--- src/hdl/rgb_to_hsv_pixel_converter_assert.svh ---
// Assertion macros for the RGB to HSV converter.
// Needs a clock named clk and an active-low reset named rst_n in the including scope.
`ifndef RGB_TO_HSV_PIXEL_CONVERTER_ASSERT_SVH
`define RGB_TO_HSV_PIXEL_CONVERTER_ASSERT_SVH

// The consequent must hold in the same cycle as the antecedent.
`define R2H_ASSERT_SAME(label, ante, cons) \
  label: assert property (@(posedge clk) disable iff (!rst_n) (ante) |-> (cons)) \
    else $error("r2h assertion failed");

// The consequent must hold in the cycle after the antecedent.
`define R2H_ASSERT_NEXT(label, ante, cons) \
  label: assert property (@(posedge clk) disable iff (!rst_n) (ante) |=> (cons)) \
    else $error("r2h assertion failed");

`endif

--- src/hdl/r2h_pkg.sv ---
// Shared widths, types and codes for the RGB to HSV converter.
// No dependencies; used by r2h_div_stage and the top level.
package r2h_pkg;

  localparam int unsigned PIX_W  = 8;               // channel width
  localparam int unsigned Q_W    = 8;               // quotient width, one stage per bit
  localparam int unsigned HDEN_W = 11;              // 6*d, at most 1530
  localparam int unsigned HNUM_W = HDEN_W + Q_W;    // 255*n, below 2^19
  localparam int unsigned SDEN_W = PIX_W;           // maximum channel
  localparam int unsigned SNUM_W = PIX_W + Q_W;     // 255*d

  typedef enum logic [1:0] {
    MAX_RED,
    MAX_GREEN,
    MAX_BLUE
  } r2h_sel_t;

  // Sideband that travels beside the division data.
  typedef struct packed {
    logic             valid;
    logic             gray;
    logic             frame_end;
    logic [PIX_W-1:0] val;
  } r2h_ctl_t;

endpackage

--- src/hdl/r2h_div_stage.sv ---
// One restoring division step for both hue and saturation quotients.
// Depends on r2h_pkg for widths and the sideband struct.
module r2h_div_stage
  import r2h_pkg::*;
#(
  parameter int unsigned BIT = Q_W - 1
) (
  input  logic              clk,
  input  logic              rst_n,
  input  r2h_ctl_t          ctl_i,
  input  logic [HNUM_W-1:0] hrem_i,
  input  logic [HDEN_W-1:0] hden_i,
  input  logic [Q_W-1:0]    hq_i,
  input  logic [SNUM_W-1:0] srem_i,
  input  logic [SDEN_W-1:0] sden_i,
  input  logic [Q_W-1:0]    sq_i,
  output r2h_ctl_t          ctl_o,
  output logic [HNUM_W-1:0] hrem_o,
  output logic [HDEN_W-1:0] hden_o,
  output logic [Q_W-1:0]    hq_o,
  output logic [SNUM_W-1:0] srem_o,
  output logic [SDEN_W-1:0] sden_o,
  output logic [Q_W-1:0]    sq_o
);

  logic [HNUM_W-1:0] hsh;
  logic [SNUM_W-1:0] ssh;
  logic              hge;
  logic              sge;

  logic              valid_r;
  r2h_ctl_t          ctl_r;
  logic [HNUM_W-1:0] hrem_r, hrem_nxt;
  logic [HDEN_W-1:0] hden_r;
  logic [Q_W-1:0]    hq_r, hq_nxt;
  logic [SNUM_W-1:0] srem_r, srem_nxt;
  logic [SDEN_W-1:0] sden_r;
  logic [Q_W-1:0]    sq_r, sq_nxt;

  // The partial remainder is always below twice the shifted divisor, so one
  // compare and subtract settles this quotient bit.
  assign hsh = HNUM_W'(hden_i) << BIT;
  assign ssh = SNUM_W'(sden_i) << BIT;
  assign hge = (hrem_i >= hsh);
  assign sge = (srem_i >= ssh);

  always_comb begin
    hrem_nxt = hge ? (hrem_i - hsh) : hrem_i;
    srem_nxt = sge ? (srem_i - ssh) : srem_i;
    hq_nxt      = hq_i;
    hq_nxt[BIT] = hge;
    sq_nxt      = sq_i;
    sq_nxt[BIT] = sge;
  end

  always_ff @(posedge clk) begin
    if (!rst_n) begin
      valid_r <= 1'b0;
    end else begin
      valid_r <= ctl_i.valid;
    end
  end

  always_ff @(posedge clk) begin
    ctl_r  <= ctl_i;
    hrem_r <= hrem_nxt;
    hden_r <= hden_i;
    hq_r   <= hq_nxt;
    srem_r <= srem_nxt;
    sden_r <= sden_i;
    sq_r   <= sq_nxt;
  end

  always_comb begin
    ctl_o       = ctl_r;
    ctl_o.valid = valid_r;
  end

  assign hrem_o = hrem_r;
  assign hden_o = hden_r;
  assign hq_o   = hq_r;
  assign srem_o = srem_r;
  assign sden_o = sden_r;
  assign sq_o   = sq_r;

endmodule

--- src/hdl/rgb_to_hsv_pixel_converter.sv ---
// RGB to HSV converter: 8-bit RGB channels in, saturation, hue and value bytes out.
// Pipeline from an accepted request to out_valid: three setup stages
// (max/min, hue numerator, scaling) and eight division stages, one quotient bit each.
// Throughput is one pixel per cycle; busy stays low since the receiver cannot stall.
// Reset (synchronous, active low) clears every valid bit; data registers are not reset.
// Depends on r2h_pkg, r2h_div_stage and rgb_to_hsv_pixel_converter_assert.svh.
module rgb_to_hsv_pixel_converter
  import r2h_pkg::*;
(
  input  logic             clk,
  input  logic             rst_n,
  input  logic             start,
  output logic             busy,
  input  logic [PIX_W-1:0] in_red,
  input  logic [PIX_W-1:0] in_green,
  input  logic [PIX_W-1:0] in_blue,
  input  logic             in_frame_end,
  output logic             out_valid,
  output logic [PIX_W-1:0] out_sat_out,
  output logic [PIX_W-1:0] out_hue_out,
  output logic [PIX_W-1:0] out_val_out,
  output logic             out_frame_end_out
);

  localparam int unsigned LATENCY = 3 + Q_W;

  logic accept;
  assign busy   = 1'b0;
  assign accept = start && !busy;

  // Stage A: maximum, minimum and the signed channel difference.
  logic             rge, rgeb, gge;
  logic [PIX_W-1:0] mx, mn;
  r2h_sel_t         sel;
  logic signed [PIX_W:0] diff;

  always_comb begin
    rge  = (in_red >= in_green);
    rgeb = (in_red >= in_blue);
    gge  = (in_green >= in_blue);
    if (rge && rgeb) begin
      sel  = MAX_RED;
      mx   = in_red;
      diff = signed'({1'b0, in_green}) - signed'({1'b0, in_blue});
    end else if (gge) begin
      sel  = MAX_GREEN;
      mx   = in_green;
      diff = signed'({1'b0, in_blue}) - signed'({1'b0, in_red});
    end else begin
      sel  = MAX_BLUE;
      mx   = in_blue;
      diff = signed'({1'b0, in_red}) - signed'({1'b0, in_green});
    end
    if (rge && gge) begin
      mn = in_blue;
    end else if (rge) begin
      mn = in_green;
    end else if (rgeb) begin
      mn = in_blue;
    end else begin
      mn = in_red;
    end
  end

  logic                  a_valid_r;
  r2h_sel_t              a_sel_r;
  logic [PIX_W-1:0]      a_max_r;
  logic [PIX_W-1:0]      a_d_r;
  logic signed [PIX_W:0] a_diff_r;
  logic                  a_fe_r;

  always_ff @(posedge clk) begin
    if (!rst_n) begin
      a_valid_r <= 1'b0;
    end else begin
      a_valid_r <= accept;
    end
  end

  always_ff @(posedge clk) begin
    a_sel_r  <= sel;
    a_max_r  <= mx;
    a_d_r    <= mx - mn;
    a_diff_r <= diff;
    a_fe_r   <= in_frame_end;
  end

  // Stage B: hue numerator, which always lies in [0, 6d).
  logic [HDEN_W-1:0]        d2, d4, d6, base;
  logic signed [HDEN_W:0]   n_sum;
  logic [HDEN_W-1:0]        n_nxt;

  assign d2 = HDEN_W'(a_d_r) << 1;
  assign d4 = HDEN_W'(a_d_r) << 2;
  assign d6 = d2 + d4;

  always_comb begin
    case (a_sel_r)
      MAX_RED:   base = a_diff_r[PIX_W] ? d6 : '0;
      MAX_GREEN: base = d2;
      MAX_BLUE:  base = d4;
      default:   base = '0;
    endcase
    n_sum = signed'({1'b0, base}) + (HDEN_W + 1)'(a_diff_r);
    n_nxt = n_sum[HDEN_W-1:0];
  end

  logic              b_valid_r;
  logic [HDEN_W-1:0] b_n_r;
  logic [PIX_W-1:0]  b_d_r;
  logic [PIX_W-1:0]  b_max_r;
  logic              b_fe_r;

  always_ff @(posedge clk) begin
    if (!rst_n) begin
      b_valid_r <= 1'b0;
    end else begin
      b_valid_r <= a_valid_r;
    end
  end

  always_ff @(posedge clk) begin
    b_n_r   <= n_nxt;
    b_d_r   <= a_d_r;
    b_max_r <= a_max_r;
    b_fe_r  <= a_fe_r;
  end

  // Stage C: scale the numerators by 255 and form the hue divisor 6d.
  logic [HNUM_W-1:0] hnum_nxt;
  logic [HDEN_W-1:0] hden_nxt;
  logic [SNUM_W-1:0] snum_nxt;

  assign hnum_nxt = (HNUM_W'(b_n_r) << Q_W) - HNUM_W'(b_n_r);
  assign hden_nxt = (HDEN_W'(b_d_r) << 2) + (HDEN_W'(b_d_r) << 1);
  assign snum_nxt = (SNUM_W'(b_d_r) << Q_W) - SNUM_W'(b_d_r);

  r2h_ctl_t          c_ctl_r;
  logic              c_valid_r;
  logic [HNUM_W-1:0] c_hnum_r;
  logic [HDEN_W-1:0] c_hden_r;
  logic [SNUM_W-1:0] c_snum_r;
  logic [SDEN_W-1:0] c_sden_r;

  always_ff @(posedge clk) begin
    if (!rst_n) begin
      c_valid_r <= 1'b0;
    end else begin
      c_valid_r <= b_valid_r;
    end
  end

  always_ff @(posedge clk) begin
    c_ctl_r.valid     <= 1'b0;
    c_ctl_r.gray      <= (b_d_r == '0);
    c_ctl_r.frame_end <= b_fe_r;
    c_ctl_r.val       <= b_max_r;
    c_hnum_r          <= hnum_nxt;
    c_hden_r          <= hden_nxt;
    c_snum_r          <= snum_nxt;
    c_sden_r          <= b_max_r;
  end

  // Division pipeline, most significant quotient bit first.
  r2h_ctl_t          ctl   [Q_W+1];
  logic [HNUM_W-1:0] hrem  [Q_W+1];
  logic [HDEN_W-1:0] hden  [Q_W+1];
  logic [Q_W-1:0]    hq    [Q_W+1];
  logic [SNUM_W-1:0] srem  [Q_W+1];
  logic [SDEN_W-1:0] sden  [Q_W+1];
  logic [Q_W-1:0]    sq    [Q_W+1];

  always_comb begin
    ctl[0]       = c_ctl_r;
    ctl[0].valid = c_valid_r;
  end

  assign hrem[0] = c_hnum_r;
  assign hden[0] = c_hden_r;
  assign hq[0]   = '0;
  assign srem[0] = c_snum_r;
  assign sden[0] = c_sden_r;
  assign sq[0]   = '0;

  for (genvar i = 0; i < Q_W; i++) begin : g_div
    r2h_div_stage #(
      .BIT (Q_W - 1 - i)
    ) u_stage (
      .clk    (clk),
      .rst_n  (rst_n),
      .ctl_i  (ctl[i]),
      .hrem_i (hrem[i]),
      .hden_i (hden[i]),
      .hq_i   (hq[i]),
      .srem_i (srem[i]),
      .sden_i (sden[i]),
      .sq_i   (sq[i]),
      .ctl_o  (ctl[i+1]),
      .hrem_o (hrem[i+1]),
      .hden_o (hden[i+1]),
      .hq_o   (hq[i+1]),
      .srem_o (srem[i+1]),
      .sden_o (sden[i+1]),
      .sq_o   (sq[i+1])
    );
  end

  // A gray pixel has a zero hue divisor and a zero saturation numerator, so its quotients are forced to zero here.
  assign out_valid         = ctl[Q_W].valid;
  assign out_sat_out       = ctl[Q_W].gray ? '0 : sq[Q_W];
  assign out_hue_out       = ctl[Q_W].gray ? '0 : hq[Q_W];
  assign out_val_out       = ctl[Q_W].val;
  assign out_frame_end_out = ctl[Q_W].frame_end;

`include "rgb_to_hsv_pixel_converter_assert.svh"

  `R2H_ASSERT_SAME(a_out_has_request, out_valid, $past(accept, LATENCY))
  `R2H_ASSERT_SAME(a_black_is_zero, out_valid && (out_val_out == '0),
                   (out_sat_out == '0) && (out_hue_out == '0))
  `R2H_ASSERT_SAME(a_hue_below_full, out_valid, out_hue_out != '1)
  `R2H_ASSERT_NEXT(a_stage_a_follows, accept, a_valid_r)

endmodule

--- config.mk ---
export PLATFORM = sky130hd
export DESIGN_NAME = rgb_to_hsv_pixel_converter
export DESIGN_NICKNAME = d
export VERILOG_FILES = /design/src/hdl/r2h_pkg.sv /design/src/hdl/r2h_div_stage.sv /design/src/hdl/rgb_to_hsv_pixel_converter.sv
export VERILOG_INCLUDE_DIRS = /design/src /design/src/hdl
export SDC_FILE = /design/constraint.sdc
export NUM_CORES = 1
export LEC_CHECK = 0
export BUFFER_PORTS_ARGS = -buffer_cell sky130_fd_sc_hd__clkbuf_2
export CAP_MARGIN = 10
export CORE_MARGIN = 2
export CORE_UTILIZATION = 60
export CTS_CLUSTER_DIAMETER = 200
export CTS_CLUSTER_SIZE = 10
export DETAILED_ROUTE_END_ITERATION = 6
export HOLD_SLACK_MARGIN = 0.15
export PLACE_DENSITY = 0.83
export SLEW_MARGIN = 20
export SYNTH_ARGS = -nofsm -noshare
export SYNTH_HDL_FRONTEND = slang
export SYNTH_SLANG_ARGS = --single-unit
--- constraint.sdc ---
create_clock -name clk -period 4.2 [get_ports clk]
set_input_delay 0.21 -clock clk [delete_from_list [all_inputs] [get_ports clk]]
set_output_delay 0.21 -clock clk [all_outputs]
set_load 0.005 [all_outputs]
==> results of run 1 <==
[sequential cells by signal, indices dropped and copies added, names as in the netlist, 8 cells and up]
signal	flops
c_hnum_r	19
b_d_r	8
c_hden_r	8
g_div.u_stage.hden_o	62
g_div.u_stage.hq_o	36
a_diff_r	9
b_max_r	8
g_div.u_stage.hrem_o	133
c_snum_r	16
g_div.u_stage.srem_o	107
a_d_r	8
g_div.u_stage.ctl_o	24
g_div.u_stage.sq_o	36
b_n_r	11
g_div.u_stage.sden_o	56
c_sden_r	8
a_max_r	8
g_div.u_stage.valid_r	8
[placed cells by master (no fill, tap or decap), types with 28 or more instances in the layout]
master     count
clkbuf_2      53
a21o_1        56
dfxtp_1      574
nor2b_1       66
inv_1        264
xor2_1        73
nor4_1        28
nand2b_1      34
nor3_1        57
o21ai_1       31
clkbuf_16     71
a21oi_1      144
o21a_1        30
nor2_1       152
nand2_1      151
o21ai_0      124
ha_1         213
xnor2_1      107
[worst max path at each step]
stage	end	slack, ns
3_5_place_dp	a_d_r[7]	0.31
6_report	a_d_r[7]	0.38
5_1_grt	a_d_r[7]	0.02
2_1_floorplan	a_d_r[6]	0.88
3_3_place_gp	a_d_r[6]	0.40
4_1_cts	a_d_r[7]	0.35
[final cells by class]
cell class                 instances  area [sq um]
clock buffer                      71          1780
timing repair buffer              86           568
sequential                       574         11500
clock inverter                     2          17.5
inverter                         268          1010
fill                            2871         12800
tap                              525           657
multi-input combinational       1576         11400
[kinds of logic after synthesis]
group / after synthesis / synth area share
AO/OA/AOI/OAI: 511 / 0.132
AND/OR/NAND/NOR: 608 / 0.128
flip-flops: 574 / 0.477
buffers and inverters: 312 / 0.0509
XOR/XNOR: 180 / 0.0654
multiplexers: 42 / 0.0192
adder cells (fa/ha/maj): 234 / 0.128
other: 1 / 0.000156
[metal layers]
metal | vias to the layer above | part of all wire | wire, microns
li1 | 8539 | - | -
met1 | 7948 | 0.40 | 19200
met2 | 367 | 0.53 | 25300
met3 | 104 | 0.032 | 1510
met4 | 0 | 0.030 | 1440
met5 | - | 0 | 0
[through the flow]
step	area, sq um	util
2_1_floorplan	24100	-
3_3_place_gp	24900	0.626
3_5_place_dp	24900	0.626
4_1_cts	26900	0.677
5_1_grt	26900	0.677
6_report	26900	0.677
[repair_timing]
item / 4_1_cts / 5_1_grt
hold buffers: 22 / 0
gates resized for setup: 0 / 0
hold endpoints to repair: 23 / 0
[worst register-to-register path: stages (launching register included)]
cell      delay [ns]
dfxtp_1         0.41
ha_1            0.20
inv_1           0.05
fa_1            0.48
inv_1           0.05
a22oi_1         0.14
o21ai_0         0.13
ha_1            0.34
nor2b_1         0.15
o21ai_0         0.26
a21boi_1        0.14
o21ai_0         0.19
nand2b_1        0.12
a21o_1          0.19
a21oi_1         0.17
xnor2_1         0.16
==> results.tsv, run 1 <==
metric	value	unit
status	finished clean	
hold wc startpoint	in_green[0]	
R2R setup slack	0.93	ns
fin crit share	0.909	
Die H	204	microns
Starting DRT DRC Count	903	
CTS tree	yes	
setup TNS	0	ns
Post-CTS Repair Setup Buffers	0	
Reg2Reg Depth	15	
Ports	55	
Yosys reg bits	574	
most frequent cells after synthesis	dfxtp_1 (574), inv_1 (264), ha_1 (213)	
Worst R2R End	b_n_r[9]	
Num CTS Buffers	67	
First-pass DRT Iterations	7	
DIE AREA	41800	sq um
WP depth	20	
startpoint types	input port	
total gr overflow	0	
worst-path cell chain	dlygate4sd3_1, clkbuf_2, inv_1, ha_1, nand2b_1, a31oi_1, o21ai_1, a221oi_4, nor2_1, inv_1, nor2_1, a221oi_1, ha_1, o21ai_0, nand2b_1, a21o_1, nand2_1, a21oi_1, xnor2_1, xnor2_1	
drc violations	0	
Critical Path End Type	register	
vias in the first global route	17400	
Vias per Instance	5.47	
critical path type	in2reg	
yosys warns	0	
ys flop type	dfxtp_1	
Slew HR	0.465	
H-tree depth	3	
most common cell in the netlist	dfxtp_1	
GRT busiest layer	met2	
Longest Clk Path Bufs	3	
Buf+Inv Stages, Crit Path	4	
clock skew	0.0177	ns
Critical Path Start	in_red[0]	
initial antenna violation count	0	
Pins Over Slew Limit	0	
core area	39700	sq um
RePlAce Congestion	0.886	
met1 usage	0.244	
Overall Global Routing Usage	0.230	
syn_nets	2724	
final worst-path setup slack	0.381	ns
unrepaired setup endpoints after global routing	false	
EDFF count, synth	0	
Slew @ Worst Pin	0.801	ns
die width	204	microns
fin crit period	3.82	ns
DP HPWL	34200	microns
WHS Endpoint	a_diff_r[0]	
layout cells sized above 1	0.0733	
antenna-violating nets left	0	
clk root buf	clkbuf_16	
# diodes	0	
max_cap viols	0	
starting density of the core	0.606	
final WL	47400	microns
Non-Filler Instances	3102	
Clock Sinks	574	
pre-CTS setup slack	0.311	ns
Fmax	262	MHz
leading area contributor after synthesis	dfxtp_1	
Worst path top cell family by delay	compound AO/OA/AOI/OAI gates	
routing usage on met3	0.0335	
final setup vio count	0	
Syn Std Cell Area	24100	sq um
Syn Inst Count	2462	
largest net degree at the start of global routing	26	
row cnt	73	
Yosys cell types	78	
mean post-synth cell area	9.79	sq um
nets@finish	2835	
Hold Path Cell Cnt	5	
count of final hold-check violations	0	
Arr. time, crit path	4.31	ns
first-pass GRT wire length	79500	microns
R2R Path Start	a_d_r[1]	
Yosys top cell area share	0.477	
Worst-Skew Late Latency	0.57	ns
ys async rst share	0	
Placed Cells	3007	
GRT met2 Usage	0.452	
WL/cell	15.3	microns
slowest CP cell	dlygate4sd3_1	
Synth area leaders	dfxtp_1 (48%), ha_1 (11%), inv_1 (4.1%)	
Seq/Total Area, Yosys	0.477	
WHS	0.184	ns
hold crit path type	in2reg	
port buffer count	53	
critical path peak fanout	6	
CP max stage delay	0.52	ns
CP required	4.69	ns
via total after detailed routing	17000	
synth-to-layout area growth	11.6	%
Clk pin slew, worst setup/hold paths	0.05	ns
Power of run 1 is not shown: default switching activity piles up to over one toggle a cycle in this logic, so the estimate is an artifact.
==> run 2: changes to the inputs <==
PLACE_DENSITY = default   (was 0.83)
PLACE_DENSITY_LB_ADDON = 0.2   (was default)
==> run 2 against run 1 <==
Effect of this change:
- maximum frequency rose by 3.6%
- count of clock-buffer cells in the layout fell by 2
- first-iteration DRC count fell by 14%
- cell count rose by 0.13%
- critical path depth fell by 1
- non-clock buffer count rose by 3
- die area did not move
- worst hold slack improved by 0.0017 ns
==> results.tsv, run 2 (synthesis results as in run 1) <==
metric	value	unit
final WL	44500	microns
WL/cell	14.3	microns
row cnt	73	
fin crit period	3.69	ns
CTS tree	yes	
total gr overflow	0	
initial antenna violation count	0	
pre-CTS setup slack	0.438	ns
Worst-Skew Late Latency	0.58	ns
drc violations	0	
Overall Global Routing Usage	0.217	
max reg flops	133	
Longest Clk Path Bufs	3	
Critical Path End Type	register	
critical path type	in2reg	
most frequent cells in the layout	dfxtp_1 (574), inv_1 (264), ha_1 (213)	
layout cells sized above 1	0.0748	
status	finished clean	
vias in the first global route	16700	
setup TNS	0	ns
final worst-path setup slack	0.513	ns
Die H	204	microns
hold crit path type	in2reg	
Pins Over Slew Limit	0	
Num CTS Buffers	67	
# diodes	0	
startpoint types	input port	
fin crit share	0.878	
DIE AREA	41800	sq um
core area	39700	sq um
Vias per Instance	5.32	
Ports	55	
Clk pin slew, worst setup/hold paths	0.05	ns
antenna-violating nets left	0	
DP HPWL	33900	microns
count of final hold-check violations	0	
starting density of the core	0.606	
via total after detailed routing	16500	
H-tree depth	3	
critical path peak fanout	7	
Slew HR	0.456	
port buffer count	53	
Slew @ Worst Pin	0.816	ns
nets@finish	2838	
most common cell after layout, fill and taps aside	dfxtp_1	
post-CTS sizing	0	
synth-to-layout area growth	11.8	%
First-pass DRT Iterations	6	
Fmax	271	MHz
clk root buf	clkbuf_16	
Clock Sinks	574	
Starting DRT DRC Count	775	
largest net degree at the start of global routing	22	
Arr. time, crit path	4.19	ns
final setup vio count	0	
die width	204	microns
unrepaired setup endpoints after global routing	false	
CP required	4.70	ns
first-pass GRT wire length	74700	microns
max_cap viols	0	
RePlAce Congestion	0.892	
clock skew	0.0202	ns
[run 2: cell count changes in the layout (fill, tap and decap cells not counted), sizes merged]
cell,change
buf,+3
clkbuf,-2
clkinv,+4
inv,-1
[run 2: worst max-delay path: stages]
cell	delay, ns
dlygate4sd3_1	0.52
clkbuf_2	0.21
inv_1	0.10
ha_1	0.31
nor2b_1	0.14
o31a_1	0.27
o21ai_1	0.19
a21oi_1	0.16
and2_1	0.22
buf_4	0.17
a221oi_1	0.40
ha_1	0.26
fa_1	0.22
nor2b_1	0.05
o21ai_0	0.15
nand2b_1	0.10
a21o_1	0.18
a21oi_1	0.17
xnor2_1	0.13
[run 2: path summary, 6_finish.rpt]
path         cells past startpoint  slack (ns)                       end                     start
max                             19        0.51                  a_d_r[6]                 in_red[1]
min reg2reg                      0        0.32  g_div[5].u_stage.hq_o[6]  g_div[4].u_stage.hq_o[6]
min                              3        0.19                a_max_r[7]               in_green[7]
max reg2reg                     15        0.99                  b_n_r[9]                  a_d_r[1]
[run 2: repair_timing]
action                     4_1_cts  5_1_grt
hold endpoints to repair        24        0
hold buffers                    22        0
setup endpoints to repair        0        0
setup buffers                    0        0
[run 2: area by class of cell]
class                           instances  area (sq um)
Clock buffer                           69          1730
Clock inverter                          5          73.8
Fill cell                            3099         12800
Inverter                              268          1010
Multi-Input combinational cell       1576         11400
Sequential cell                       574         11500
Tap cell                              525           657
Timing Repair Buffer                   89           591
[run 2: per-stage QoR]
| stage | utilization | instance area [sq um] | hold WS, ns | cells |
|---|---|---|---|---|
| CTS | 0.678 | 26900 | 0.165 | 3106 |
| detailed placement | 0.627 | 24900 | 0.312 | 3010 |
| global placement | 0.627 | 24900 | 0.310 | 3010 |
| floorplan | - | 24100 | 0.238 | 2462 |
| global route | 0.678 | 26900 | 0.212 | 3106 |
| finish | 0.678 | 26900 | 0.185 | 3106 |
[run 2: metal layers]
metal  vias to the layer above  routed length, microns  global-route usage
li1                       8549                       -                   -
met3                       131                    1430              0.0348
met2                       258                   22400               0.402
met1                      7590                   18800               0.239
met5                         -                       0                   0
met4                         0                    1900               0.107
Power of run 2 is left out for the same reason.
==> run 3: changes to the inputs <==
CORE_ASPECT_RATIO = 1.5   (was default)
==> run 3 against run 2 <==
Effect of this change:
- sequential share of layout area rose by 0.099 points
- count of clock-buffer cells in the layout grew 2
- register-to-register slack is essentially flat
- via count up 1.2%
- first-iteration DRC count fell by 5.3%
- sequential cell count unchanged
- largest cell class unchanged
- setup slack got worse by 0.079 ns
- die area barely moved
- final area is 0.23% lower
- highest routed layer unchanged
- clock skew down 0.0025 ns
- routed wire length up 7.0%
==> results.tsv, run 3 (synthesis results as in run 1) <==
metric	value	unit
Num CTS Buffers	67	
hold crit path type	in2reg	
max_cap viols	0	
first-pass GRT wire length	79100	microns
total gr overflow	0	
antenna-violating nets left	0	
Die H	249	microns
Worst-Skew Late Latency	0.57	ns
Critical Path End Type	register	
fin crit share	0.897	
largest net degree at the start of global routing	22	
clock skew	0.0177	ns
Longest Clk Path Bufs	3	
port buffer count	53	
drc violations	0	
Non-Filler Instances	3077	
Starting DRT DRC Count	734	
max reg flops	133	
R2R Path Start	a_d_r[1]	
vias in the first global route	17600	
Fmax	266	MHz
clk root buf	clkbuf_16	
Arr. time, crit path	4.20	ns
Clock Sinks	574	
Slew HR	0.472	
CP max stage delay	0.54	ns
core area	39500	sq um
First-pass DRT Iterations	6	
post-CTS sizing	0	
nets@finish	2835	
Critical Path Start	in_red[7]	
row cnt	89	
Placed Cells	2983	
H-tree depth	3	
fin crit period	3.77	ns
Pins Over Slew Limit	0	
Hold Path Cell Cnt	4	
Overall Global Routing Usage	0.232	
Pleak	0.0123	uW
hold wc startpoint	in_green[0]	
CTS tree	yes	
layout cells sized above 1	0.0737	
DIE AREA	41800	sq um
initial antenna violation count	0	
Clk pin slew, worst setup/hold paths	0.05	ns
WHS	0.157	ns
Power Density	996	nW/um^2
Ports	55	
final setup vio count	0	
Max VDD drop	0.541	mV
critical path peak fanout	5	
final WL	47600	microns
Vias per Instance	5.43	
slowest CP cell	dlygate4sd3_1	
# diodes	0	
via total after detailed routing	16700	
status	finished clean	
RePlAce Congestion	0.890	
synth-to-layout area growth	11.5	%
setup TNS	0	ns
count of final hold-check violations	0	
most common cell after layout, fill and taps aside	dfxtp_1	
most frequent cells in the layout	dfxtp_1 (574), inv_1 (264), ha_1 (213)	
startpoint types	input port	
critical path type	in2reg	
Reg2Reg Depth	15	
unrepaired setup endpoints after global routing	false	
worst-path cell chain	dlygate4sd3_1, clkbuf_2, inv_1, ha_1, and3_4, a221oi_2, mux2_1, a21oi_1, and2_1, nor3_1, a221o_1, inv_1, ha_1, nor2b_1, o21ai_0, nand2b_1, a21o_1, nand2_1, a21oi_1, xnor2_1, xnor2_1	
starting density of the core	0.610	
WL/cell	15.5	microns
Slew @ Worst Pin	0.784	ns
die width	168	microns
CP required	4.63	ns
DP HPWL	36700	microns
[run 3: cell count changes in the layout (fill, tap and decap cells not counted)]
cell and change:
buf_4 -2, clkbuf_16 +2, clkinv_8 -4, dlygate4sd3_1 -1, inv_6 +1
[run 3: critical path: cells and delay by family]
| family | cells | cell delay, ns |
|---|---|---|
| AO/OA/AOI/OAI | 6 | 1.14 |
| XOR/XNOR | 2 | 0.26 |
| adder cells (fa/ha/maj) | 2 | 0.62 |
| buffers and inverters | 4 | 0.82 |
| multiplexers | 1 | 0.29 |
| AND/OR/NAND/NOR | 6 | 0.84 |
[run 3: final timing paths]
kind / to / slack, ns
setup reg to reg: b_n_r[9] / 0.99
hold reg to reg: g_div[7].u_stage.sq_o[7] / 0.31
hold / removal: a_diff_r[0] / 0.16
setup / recovery: a_d_r[7] / 0.43
[run 3: where the power goes]
group	internal [uW]	leakage [uW]	switching, uW
clock network	2950	0.000884	1930
registers	8030	0.00482	1470
logic	5740	0.00658	6620
[run 3: layout make-up]
type / count / area [sq um]
clock buffers: 71 / 1780
clock inverters: 2 / 17.5
fillers: 3078 / 12700
inverters: 268 / 1010
multi-input cells: 1576 / 11400
flip-flops and latches: 574 / 11500
well taps: 500 / 626
repair buffers: 86 / 566
[run 3: repair_timing]
action,4_1_cts,5_1_grt
setup buffers,0,0
hold buffers,21,0
hold endpoints to repair,22,0
endpoints found under the setup margin,0,0
[run 3: metrics by stage]
step	total power [uW]	instance area [sq um]	util	worst slack [ns]
floorplan	18900	24100	-	0.883
global placement	21300	24900	0.629	0.495
detailed placement	21800	24900	0.629	0.397
CTS	26900	26900	0.680	0.498
global route	29000	26900	0.680	0.186
finish	26700	26900	0.680	0.434
[run 3: metal layers]
| layer | share of wire | routed length (microns) | global-route usage |
|---|---|---|---|
| met2 | 0.57 | 27100 | 0.482 |
| met3 | 0.030 | 1450 | 0.0368 |
| met4 | 0.058 | 2740 | 0.138 |
| met1 | 0.34 | 16300 | 0.202 |
| met5 | 0 | 0 | 0 |
Note: power is estimated with default switching activity, not from simulation.
